<file path="src/rtl/pitm_pkg.sv">
`default_nettype none
// ----------------------------------------------------------------------------
// pitm_pkg: shared types and constants of the PCI ID table matcher
// Holds the stored entry layout, the opcodes, the controller states and the
// command and status structs between controller and datapath.
// ----------------------------------------------------------------------------
package pitm_pkg;

   // Wildcards held in an entry field
   localparam logic [15:0] WILD16 = 16'hFFFF;
   localparam logic [7:0]  WILD8  = 8'd255;

   // Largest slot count that the 4-bit entry index can reach
   localparam int unsigned INDEX_REACH = 16;

   typedef enum logic [0:0] {
      OP_WRITE  = 1'b0,
      OP_LOOKUP = 1'b1
   } pitm_opcode_type;

   typedef enum logic [0:0] {
      ST_IDLE,
      ST_SCAN
   } pitm_state_type;

   // One table entry: identifiers, class bytes and match-mode flags
   typedef struct packed {
      logic        class_only;
      logic        advanced;
      logic        simple_class;
      logic        simple;
      logic [7:0]  prog_if;
      logic [7:0]  sub_class;
      logic [7:0]  base_class;
      logic [15:0] sub_vendor;
      logic [15:0] vendor;
      logic [15:0] device;
   } pitm_entry_type;

   // Controller to datapath
   typedef struct packed {
      logic write_en;     // store the request as a table entry
      logic load_lookup;  // capture the lookup fields
      logic clear_count;  // scan pointer to slot 0
      logic step_count;   // scan pointer to next slot
      logic set_result;   // load the result register
      logic result_hit;   // result carries a hit at the scan pointer
   } pitm_cmd_type;

   // Datapath to controller
   typedef struct packed {
      logic entry_match;  // entry under the pointer matches
      logic entry_term;   // entry under the pointer is a terminator
      logic scan_last;    // pointer is at the last reachable slot
   } pitm_status_type;

endpackage
`default_nettype wire

</file>
<file path="src/rtl/pitm_datapath.sv">
`default_nettype none
// ----------------------------------------------------------------------------
// pitm_datapath: entry store, scan pointer, compare and result register
// Entries live in flip-flops with one valid bit each; an unwritten slot reads
// as all zero. One entry is compared per cycle at the scan pointer.
// ----------------------------------------------------------------------------
module pitm_datapath #(
   parameter int unsigned TABLE_DEPTH = 16
) (
   input  wire logic                   clock,
   input  wire logic                   reset,
   input  wire pitm_pkg::pitm_cmd_type cmd,
   output pitm_pkg::pitm_status_type   status,
   input  wire logic [3:0]             req_entry_index,
   input  wire logic [15:0]            req_device_ident,
   input  wire logic [15:0]            req_vendor_ident,
   input  wire logic [15:0]            req_sub_vendor_ident,
   input  wire logic [7:0]             req_base_class_code,
   input  wire logic [7:0]             req_sub_class_code,
   input  wire logic [7:0]             req_prog_interface,
   input  wire logic                   req_simple_flag,
   input  wire logic                   req_simple_class_flag,
   input  wire logic                   req_advanced_flag,
   input  wire logic                   req_class_only_flag,
   output logic                        rsp_hit,
   output logic [3:0]                  rsp_match_index
);

   // Only the first sixteen slots can ever be written
   localparam int unsigned STORE_DEPTH = (TABLE_DEPTH < pitm_pkg::INDEX_REACH) ?
                                         TABLE_DEPTH : pitm_pkg::INDEX_REACH;
   localparam int unsigned IDX_W = $clog2(STORE_DEPTH);

   pitm_pkg::pitm_entry_type store_ff [STORE_DEPTH];
   logic [STORE_DEPTH-1:0]   valid_ff;
   pitm_pkg::pitm_entry_type look_ff;
   pitm_pkg::pitm_entry_type wr_entry;
   pitm_pkg::pitm_entry_type rd_entry;
   logic [IDX_W-1:0]         cnt_ff;
   logic [IDX_W-1:0]         cnt_in;
   logic                     hit_ff;
   logic [3:0]               index_ff;
   logic                     slot_ok;
   logic [IDX_W-1:0]         wr_idx;
   logic m_dev, m_ven, m_sven, m_b, m_s, m_p;
   logic full, simple, sclass, adv, cls;

   // Request packed into entry layout
   always_comb begin
      wr_entry.device       = req_device_ident;
      wr_entry.vendor       = req_vendor_ident;
      wr_entry.sub_vendor   = req_sub_vendor_ident;
      wr_entry.base_class   = req_base_class_code;
      wr_entry.sub_class    = req_sub_class_code;
      wr_entry.prog_if      = req_prog_interface;
      wr_entry.simple       = req_simple_flag;
      wr_entry.simple_class = req_simple_class_flag;
      wr_entry.advanced     = req_advanced_flag;
      wr_entry.class_only   = req_class_only_flag;
   end

   // Out-of-range writes are dropped
   assign slot_ok = ({1'b0, req_entry_index} < 5'(STORE_DEPTH));
   assign wr_idx  = req_entry_index[IDX_W-1:0];

   // Entry store
   always_ff @(posedge clock) begin
      if (cmd.write_en && slot_ok) begin
         store_ff[wr_idx] <= wr_entry;
      end
   end

   always_ff @(posedge clock) begin
      if (reset) begin
         valid_ff <= '0;
      end else if (cmd.write_en && slot_ok) begin
         valid_ff[wr_idx] <= 1'b1;
      end
   end

   // Lookup fields
   always_ff @(posedge clock) begin
      if (cmd.load_lookup) begin
         look_ff <= wr_entry;
      end
   end

   // Scan pointer
   always_comb begin
      cnt_in = cnt_ff;
      if (cmd.clear_count) begin
         cnt_in = '0;
      end else if (cmd.step_count) begin
         cnt_in = cnt_ff + IDX_W'(1);
      end
   end

   always_ff @(posedge clock) begin
      if (reset) begin
         cnt_ff <= '0;
      end else begin
         cnt_ff <= cnt_in;
      end
   end

   // Entry under the pointer, unwritten slots read as zero
   assign rd_entry = valid_ff[cnt_ff] ? store_ff[cnt_ff] : '0;

   // Field compares with wildcard
   always_comb begin
      m_dev  = (rd_entry.device == look_ff.device) ||
               (rd_entry.device == pitm_pkg::WILD16);
      m_ven  = (rd_entry.vendor == look_ff.vendor) ||
               (rd_entry.vendor == pitm_pkg::WILD16);
      m_sven = (rd_entry.sub_vendor == look_ff.sub_vendor) ||
               (rd_entry.sub_vendor == pitm_pkg::WILD16);
      m_b    = (rd_entry.base_class == look_ff.base_class) ||
               (rd_entry.base_class == pitm_pkg::WILD8);
      m_s    = (rd_entry.sub_class == look_ff.sub_class) ||
               (rd_entry.sub_class == pitm_pkg::WILD8);
      m_p    = (rd_entry.prog_if == look_ff.prog_if) ||
               (rd_entry.prog_if == pitm_pkg::WILD8);
   end

   // Match modes
   always_comb begin
      full   = m_dev && m_ven && m_sven && m_b && m_s && m_p;
      simple = rd_entry.simple && m_dev && m_ven;
      sclass = rd_entry.simple_class && m_dev && m_ven && m_b && m_s;
      adv    = rd_entry.advanced && m_dev && m_ven && m_sven;
      cls    = rd_entry.class_only && m_b && m_s && m_p;
   end

   always_comb begin
      status.entry_match = full || simple || sclass || adv || cls;
      status.entry_term  = (rd_entry.vendor == '0) && (rd_entry.device == '0) &&
                           !rd_entry.class_only;
      status.scan_last   = (cnt_ff == IDX_W'(STORE_DEPTH - 1));
   end

   // Result register
   always_ff @(posedge clock) begin
      if (cmd.set_result) begin
         hit_ff   <= cmd.result_hit;
         index_ff <= cmd.result_hit ? 4'(cnt_ff) : 4'd0;
      end
   end

   assign rsp_hit         = hit_ff;
   assign rsp_match_index = index_ff;

endmodule
`default_nettype wire

</file>
<file path="src/rtl/pitm_ctrl.sv">
`default_nettype none
// ----------------------------------------------------------------------------
// pitm_ctrl: request controller of the PCI ID table matcher
// Takes requests, steps the scan one slot a cycle and raises the result
// strobe for one cycle when an item is finished.
// ----------------------------------------------------------------------------
module pitm_ctrl (
   input  wire logic                      clock,
   input  wire logic                      reset,
   input  wire logic                      start,
   input  wire logic                      req_opcode,
   input  wire pitm_pkg::pitm_status_type status,
   output pitm_pkg::pitm_cmd_type         cmd,
   output logic                           busy,
   output logic                           rsp_valid
);

   pitm_pkg::pitm_state_type state_ff;
   pitm_pkg::pitm_state_type state_in;
   logic                     valid_ff;

   // State register
   always_ff @(posedge clock) begin
      if (reset) begin
         state_ff <= pitm_pkg::ST_IDLE;
      end else begin
         state_ff <= state_in;
      end
   end

   // Next state and commands
   always_comb begin
      state_in = state_ff;
      cmd      = '0;
      busy     = 1'b0;
      unique case (state_ff)
         pitm_pkg::ST_IDLE: begin
            if (start) begin
               if (req_opcode == pitm_pkg::OP_WRITE) begin
                  cmd.write_en   = 1'b1;
                  cmd.set_result = 1'b1;
               end else begin
                  cmd.load_lookup = 1'b1;
                  cmd.clear_count = 1'b1;
                  state_in        = pitm_pkg::ST_SCAN;
               end
            end
         end
         pitm_pkg::ST_SCAN: begin
            busy = 1'b1;
            if (status.entry_match) begin
               cmd.set_result = 1'b1;
               cmd.result_hit = 1'b1;
               state_in       = pitm_pkg::ST_IDLE;
            end else if (status.entry_term || status.scan_last) begin
               cmd.set_result = 1'b1;
               state_in       = pitm_pkg::ST_IDLE;
            end else begin
               cmd.step_count = 1'b1;
            end
         end
         default: begin
            state_in = pitm_pkg::ST_IDLE;
         end
      endcase
   end

   // Result strobe follows the result register load
   always_ff @(posedge clock) begin
      if (reset) begin
         valid_ff <= 1'b0;
      end else begin
         valid_ff <= cmd.set_result;
      end
   end

   assign rsp_valid = valid_ff;

endmodule
`default_nettype wire

</file>
<file path="src/rtl/pci_id_table_matcher.sv">
`default_nettype none
// ----------------------------------------------------------------------------
// pci_id_table_matcher: device-match table with first-hit lookup
// Write items store one match entry; lookup items scan the table upward from
// slot 0 and return the first matching slot.
//
//   channel   handshake           payload
//   request   start / busy        req_opcode .. req_class_only_flag
//   result    rsp_valid strobe    rsp_hit, rsp_match_index
//
// A write item's result strobes in the cycle after accept.
// A lookup compares one slot per cycle in the scan loop; its result strobes
// once the scan stops on a match, a terminator or the last reachable slot; busy is high meanwhile.
// Reset clears the controller and the per-slot valid bits at once, so every
// slot reads as zero; no clearing pass is needed.
// The receiver cannot stall: each result stands for exactly one cycle, and a
// new item may be accepted in the cycle its predecessor's result shows.
// ----------------------------------------------------------------------------
module pci_id_table_matcher #(
   parameter int unsigned TABLE_DEPTH = 16
) (
   input  wire logic        clock,
   input  wire logic        reset,
   input  wire logic        start,
   output logic             busy,
   input  wire logic        req_opcode,
   input  wire logic [3:0]  req_entry_index,
   input  wire logic [15:0] req_device_ident,
   input  wire logic [15:0] req_vendor_ident,
   input  wire logic [15:0] req_sub_vendor_ident,
   input  wire logic [7:0]  req_base_class_code,
   input  wire logic [7:0]  req_sub_class_code,
   input  wire logic [7:0]  req_prog_interface,
   input  wire logic        req_simple_flag,
   input  wire logic        req_simple_class_flag,
   input  wire logic        req_advanced_flag,
   input  wire logic        req_class_only_flag,
   output logic             rsp_valid,
   output logic             rsp_hit,
   output logic [3:0]       rsp_match_index
);

   pitm_pkg::pitm_cmd_type    cmd;
   pitm_pkg::pitm_status_type status;

   // Controller
   pitm_ctrl u_ctrl (
      .clock      (clock),
      .reset      (reset),
      .start      (start),
      .req_opcode (req_opcode),
      .status     (status),
      .cmd        (cmd),
      .busy       (busy),
      .rsp_valid  (rsp_valid)
   );

   // Datapath
   pitm_datapath #(
      .TABLE_DEPTH (TABLE_DEPTH)
   ) u_datapath (
      .clock                 (clock),
      .reset                 (reset),
      .cmd                   (cmd),
      .status                (status),
      .req_entry_index       (req_entry_index),
      .req_device_ident      (req_device_ident),
      .req_vendor_ident      (req_vendor_ident),
      .req_sub_vendor_ident  (req_sub_vendor_ident),
      .req_base_class_code   (req_base_class_code),
      .req_sub_class_code    (req_sub_class_code),
      .req_prog_interface    (req_prog_interface),
      .req_simple_flag       (req_simple_flag),
      .req_simple_class_flag (req_simple_class_flag),
      .req_advanced_flag     (req_advanced_flag),
      .req_class_only_flag   (req_class_only_flag),
      .rsp_hit               (rsp_hit),
      .rsp_match_index       (rsp_match_index)
   );

   // A write item is answered in the very next cycle
   a_write_resp: assert property (@(posedge clock) disable iff (reset)
      (start && !busy && (req_opcode == pitm_pkg::OP_WRITE)) |=> rsp_valid)
      else $error("write item not answered next cycle");

   // A lookup item holds the request side off while it scans
   a_lookup_busy: assert property (@(posedge clock) disable iff (reset)
      (start && !busy && (req_opcode == pitm_pkg::OP_LOOKUP)) |=> (busy && !rsp_valid))
      else $error("lookup did not enter scan");

   // A result always leaves the block ready for the next item
   a_resp_idle: assert property (@(posedge clock) disable iff (reset)
      rsp_valid |-> !busy)
      else $error("result shown while still busy");

   // A miss carries slot zero
   a_miss_zero: assert property (@(posedge clock) disable iff (reset)
      (rsp_valid && !rsp_hit) |-> (rsp_match_index == 4'd0))
      else $error("miss with nonzero index");

endmodule
`default_nettype wire
</file>
<file path="config.mk">
export PLATFORM = sky130hd
export DESIGN_NAME = pci_id_table_matcher
export DESIGN_NICKNAME = d
export VERILOG_FILES = /design/src/rtl/pitm_pkg.sv /design/src/rtl/pitm_datapath.sv /design/src/rtl/pitm_ctrl.sv /design/src/rtl/pci_id_table_matcher.sv
export SDC_FILE = /design/constraint.sdc
export NUM_CORES = 1
export LEC_CHECK = 0
export ABC_AREA = 1
export BUFFER_PORTS_ARGS = -buffer_cell sky130_fd_sc_hd__clkbuf_2
export CAP_MARGIN = 20
export CORE_MARGIN = 5
export CORE_UTILIZATION = 60
export DETAILED_ROUTE_END_ITERATION = 6
export PLACE_DENSITY_LB_ADDON = 0.12
export SETUP_SLACK_MARGIN = 0.4
export SLEW_MARGIN = 0
export SYNTH_ARGS = -nofsm -noshare
export SYNTH_HDL_FRONTEND = slang
export SYNTH_HIERARCHICAL = 1
export SYNTH_SLANG_ARGS = --single-unit
</file>
<file path="constraint.sdc">
create_clock -name clock -period 11.6 [get_ports clock]
set_input_delay 0 -clock clock [delete_from_list [all_inputs] [get_ports clock]]
set_output_delay 0 -clock clock [all_outputs]
set_load 0.01 [all_outputs]
</file>
==> results.md <==
* ANT nets after route at 0
* Grt ovf at 0
* Max-slew violation count at 0
* Worst rel slew slack at 0.279
* Final WL at 135000 um
* Startpoint types: flip-flop
* Via Count at 35000
* Worst ir drop on vdd at 0.150 mV
* CP top delay family: buffers and inverters
* Worst Hold Depth at 2
* CP required at 12.27 ns
* Largest net degree at the start of global routing at 196
* Synth Warn # at 6
* Min cycle time layout at 6.09 ns
* Die X-Extent at 309 um
* Worst slew pin tran at 1.08 ns
* DRC viols at 2
* Seq cells post-synth at 1319
* Crit path depth at 26
* Largest family of logic cells by synthesized area: simple AND/OR/NAND/NOR gates
* Util after Layout at 0.675
* Clk sinks at 1319
* Buf/Inv on CP at 5
* Root buf cell: clkbuf_16
* Final nets at 4610
* Tot Pwr at 0.0119 W
* Syn Nets at 4512
* Cell accounting for the most synthesized area: edfxtp_1
* Vert. Die Dim at 309 um
* Syn-to-layout area delta at 11.6%
* Inst Count DP at 5471
* Post-synthesis simple-gate area fraction at 0.145
* Cell area power density at 200 nW/um2
* Reg power frac at 0.451
* HP Class: input pin to flip-flop
* Most common cell on crit path: nand2_1
* Port Buffers at 90
* RSZ-0062 raised after global routing: false
* DRT Pass-1 Iters at 7
* FMAX at 164 MHz
* Post-synthesis sequential area ratio at 0.735
* Psw at 0.00354 W
* Worst-path clk slew at 0.06 ns
* Core footprint at 88500 um2
* Antenna violations before repair at 4
* Post-Synth Adder-Cell Area at 0.000234
* Initial core utilization at 0.605
* Reg2Reg Depth at 26
* Hold_buf cts at 81
* Iter 0 DRT Violations at 4359
* Post-DR vias/cell at 6.04
* Area contributors post-synth: edfxtp_1 (73%), nor2_1 (5.9%), nand2_1 (4.8%), o21ai_0 (4.2%), o211ai_1 (3.0%)
* Mux cell area share after synthesis at 0
* H-tree levels at 4
* Max-cap violations at 0
* Post-CTS Setup Inserts at 0
* Gr usage total at 0.281
* Global-route wire length before repair at 203000 um
* Crit Path Max Fanout at 93
* Avg Cell Area, Syn at 12.1 um2
* Internal Power at 0.00840 W
* Slowest cell on crit path: dfxtp_4
* CTS max path bufs at 3
* Comb power frac at 0.203
* Vias in the first global route at 33300
* Cell count after synthesis at 4427
* CP arrival at 6.76 ns
* Placer Congestion at 0.801
* Post-route cell area at 59800 um2
* Failing checks: DRC
* CP Capture Type: flip-flop
* XOR/XNOR Fraction of Synth Area at 0.000654
* Commonest non-fill, non-tap cell in the layout: edfxtp_1
* Slowest stage delay, CP at 0.92 ns
* Clk Latency, worst-skew pair at 0.73 ns
* Post-synthesis compound-gate area fraction at 0.0833
* Post-CTS sizing at 0
* Commonest non-fill, non-tap cells in the layout: edfxtp_1 (1293), nor2_1 (827), nand2_1 (684), o21ai_0 (448), nand3_1 (301)
* Io pins at 91
* CTS tree: done
* Post-DP Area at 54700 um2
* Layout cell share with drive strength beyond 1 at 0.0772
* Final Hold Fails at 0
* WL/cell at 23.3 um
* Setup TNS at 0 ns
* Setup Skew at 0.0296 ns
* Fin cells at 5794
* Tcrit/Tclk final at 0.525
* Post-synth top area share at 0.725
* Sw frac at 0.296
* Setup violators final at 0
* Cell variety after synth at 36
* Die ar. at 95300 um2
* CTS Buf Count at 135
* DP HPWL at 64200 um
* Rows at 109
* Setup CP Type: flip-flop to flip-flop
* Synth Cell Area at 53500 um2
* Clk pwr share at 0.346
* Leak pwr at 20.5 nW
* Status: finished, violations left
[power by group through the flow]
stage / logic, W / clock network (W) / registers (W)
2_1_floorplan: 0.00179 / 0 / 0.00544
3_3_place_gp: 0.00232 / 0 / 0.00548
3_5_place_dp: 0.00236 / 0 / 0.00548
4_1_cts: 0.00240 / 0.00420 / 0.00538
5_1_grt: 0.00269 / 0.00440 / 0.00539
6_report: 0.00242 / 0.00413 / 0.00538
[layer usage]
layer / global-route usage / share of wire / routed length, um
met4: 0.0779 / 0.024 / 3190
met1: 0.402 / 0.42 / 56200
met2: 0.462 / 0.48 / 64600
met3: 0.0401 / 0.081 / 10900
met5: 0 / 0.000096 / 13
[per-stage QoR]
step	worst slack (ns)	hold slack [ns]
detailed placement	5.33	0.327
global placement	5.46	0.316
CTS	5.12	0.186
finish	5.51	0.226
global route	4.96	0.253
floorplan	6.98	0.0691
[synthesized netlist by cell type]
cell type / n
a211oi_1: 1
a21oi_1: 24
a31oi_1: 2
and3_1: 1
buf_1: 18
buf_2: 125
buf_4: 29
buf_6: 10
clkbuf_1: 87
clkinv_1: 3
dfxtp_1: 26
edfxtp_1: 1293
ha_1: 1
inv_1: 150
inv_2: 5
nand2_1: 684
nand2_2: 1
nand3_1: 301
nand3_2: 1
nand3b_1: 32
nand4_1: 20
nor2_1: 843
nor2_2: 1
nor3_1: 14
nor4_1: 3
o211ai_1: 212
o211ai_2: 1
o21ai_0: 448
o21ai_1: 66
o221ai_1: 12
o22ai_1: 6
or2_0: 1
or2_1: 1
or2_2: 1
xnor2_1: 3
xor2_1: 1
[state kept, by name, indices dropped and copies added (netlist names), named ones only]
name	count
u_ctrl/rsp_valid	1
u_datapath/look_ff	72
u_datapath/rsp_hit	1
u_datapath/cnt_ff	4
u_datapath/valid_ff	16
u_ctrl/state_ff	1
u_datapath/rsp_match_index	4
u_datapath/store_ff	1216
[cell type report]
cell class / count / area (um2)
Antenna cell: 2 / 5.00
Clock buffer: 182 / 3740
Clock inverter: 57 / 468
Fill cell: 6337 / 28700
Inverter: 158 / 618
Multi-Input combinational cell: 2681 / 12400
Sequential cell: 1319 / 39400
Tap cell: 1165 / 1460
Timing Repair Buffer: 230 / 1740
[kinds of logic (layout without fill, tap and decap cells)]
logic type | after synthesis | count (layout)
other | 0 | 2
AND/OR/NAND/NOR | 1904 | 1904
flip-flops | 1319 | 1319
buffers and inverters | 427 | 627
XOR/XNOR | 4 | 4
AO/OA/AOI/OAI | 772 | 772
adder cells (fa/ha/maj) | 1 | 1
[path summary, 6_finish.rpt]
kind | from | endpoint | slack, ns
worst max-delay path | flip-flop | u_ctrl/rsp_valid | 5.51
worst min-delay path | req_advanced_flag | u_datapath/store_ff[2][74] | 0.23
worst max register to register | flip-flop | u_ctrl/rsp_valid | 5.51
worst min register to register | u_datapath/valid_ff[3] | u_datapath/valid_ff[3] | 0.47
Power figures use the tool's default switching activity.
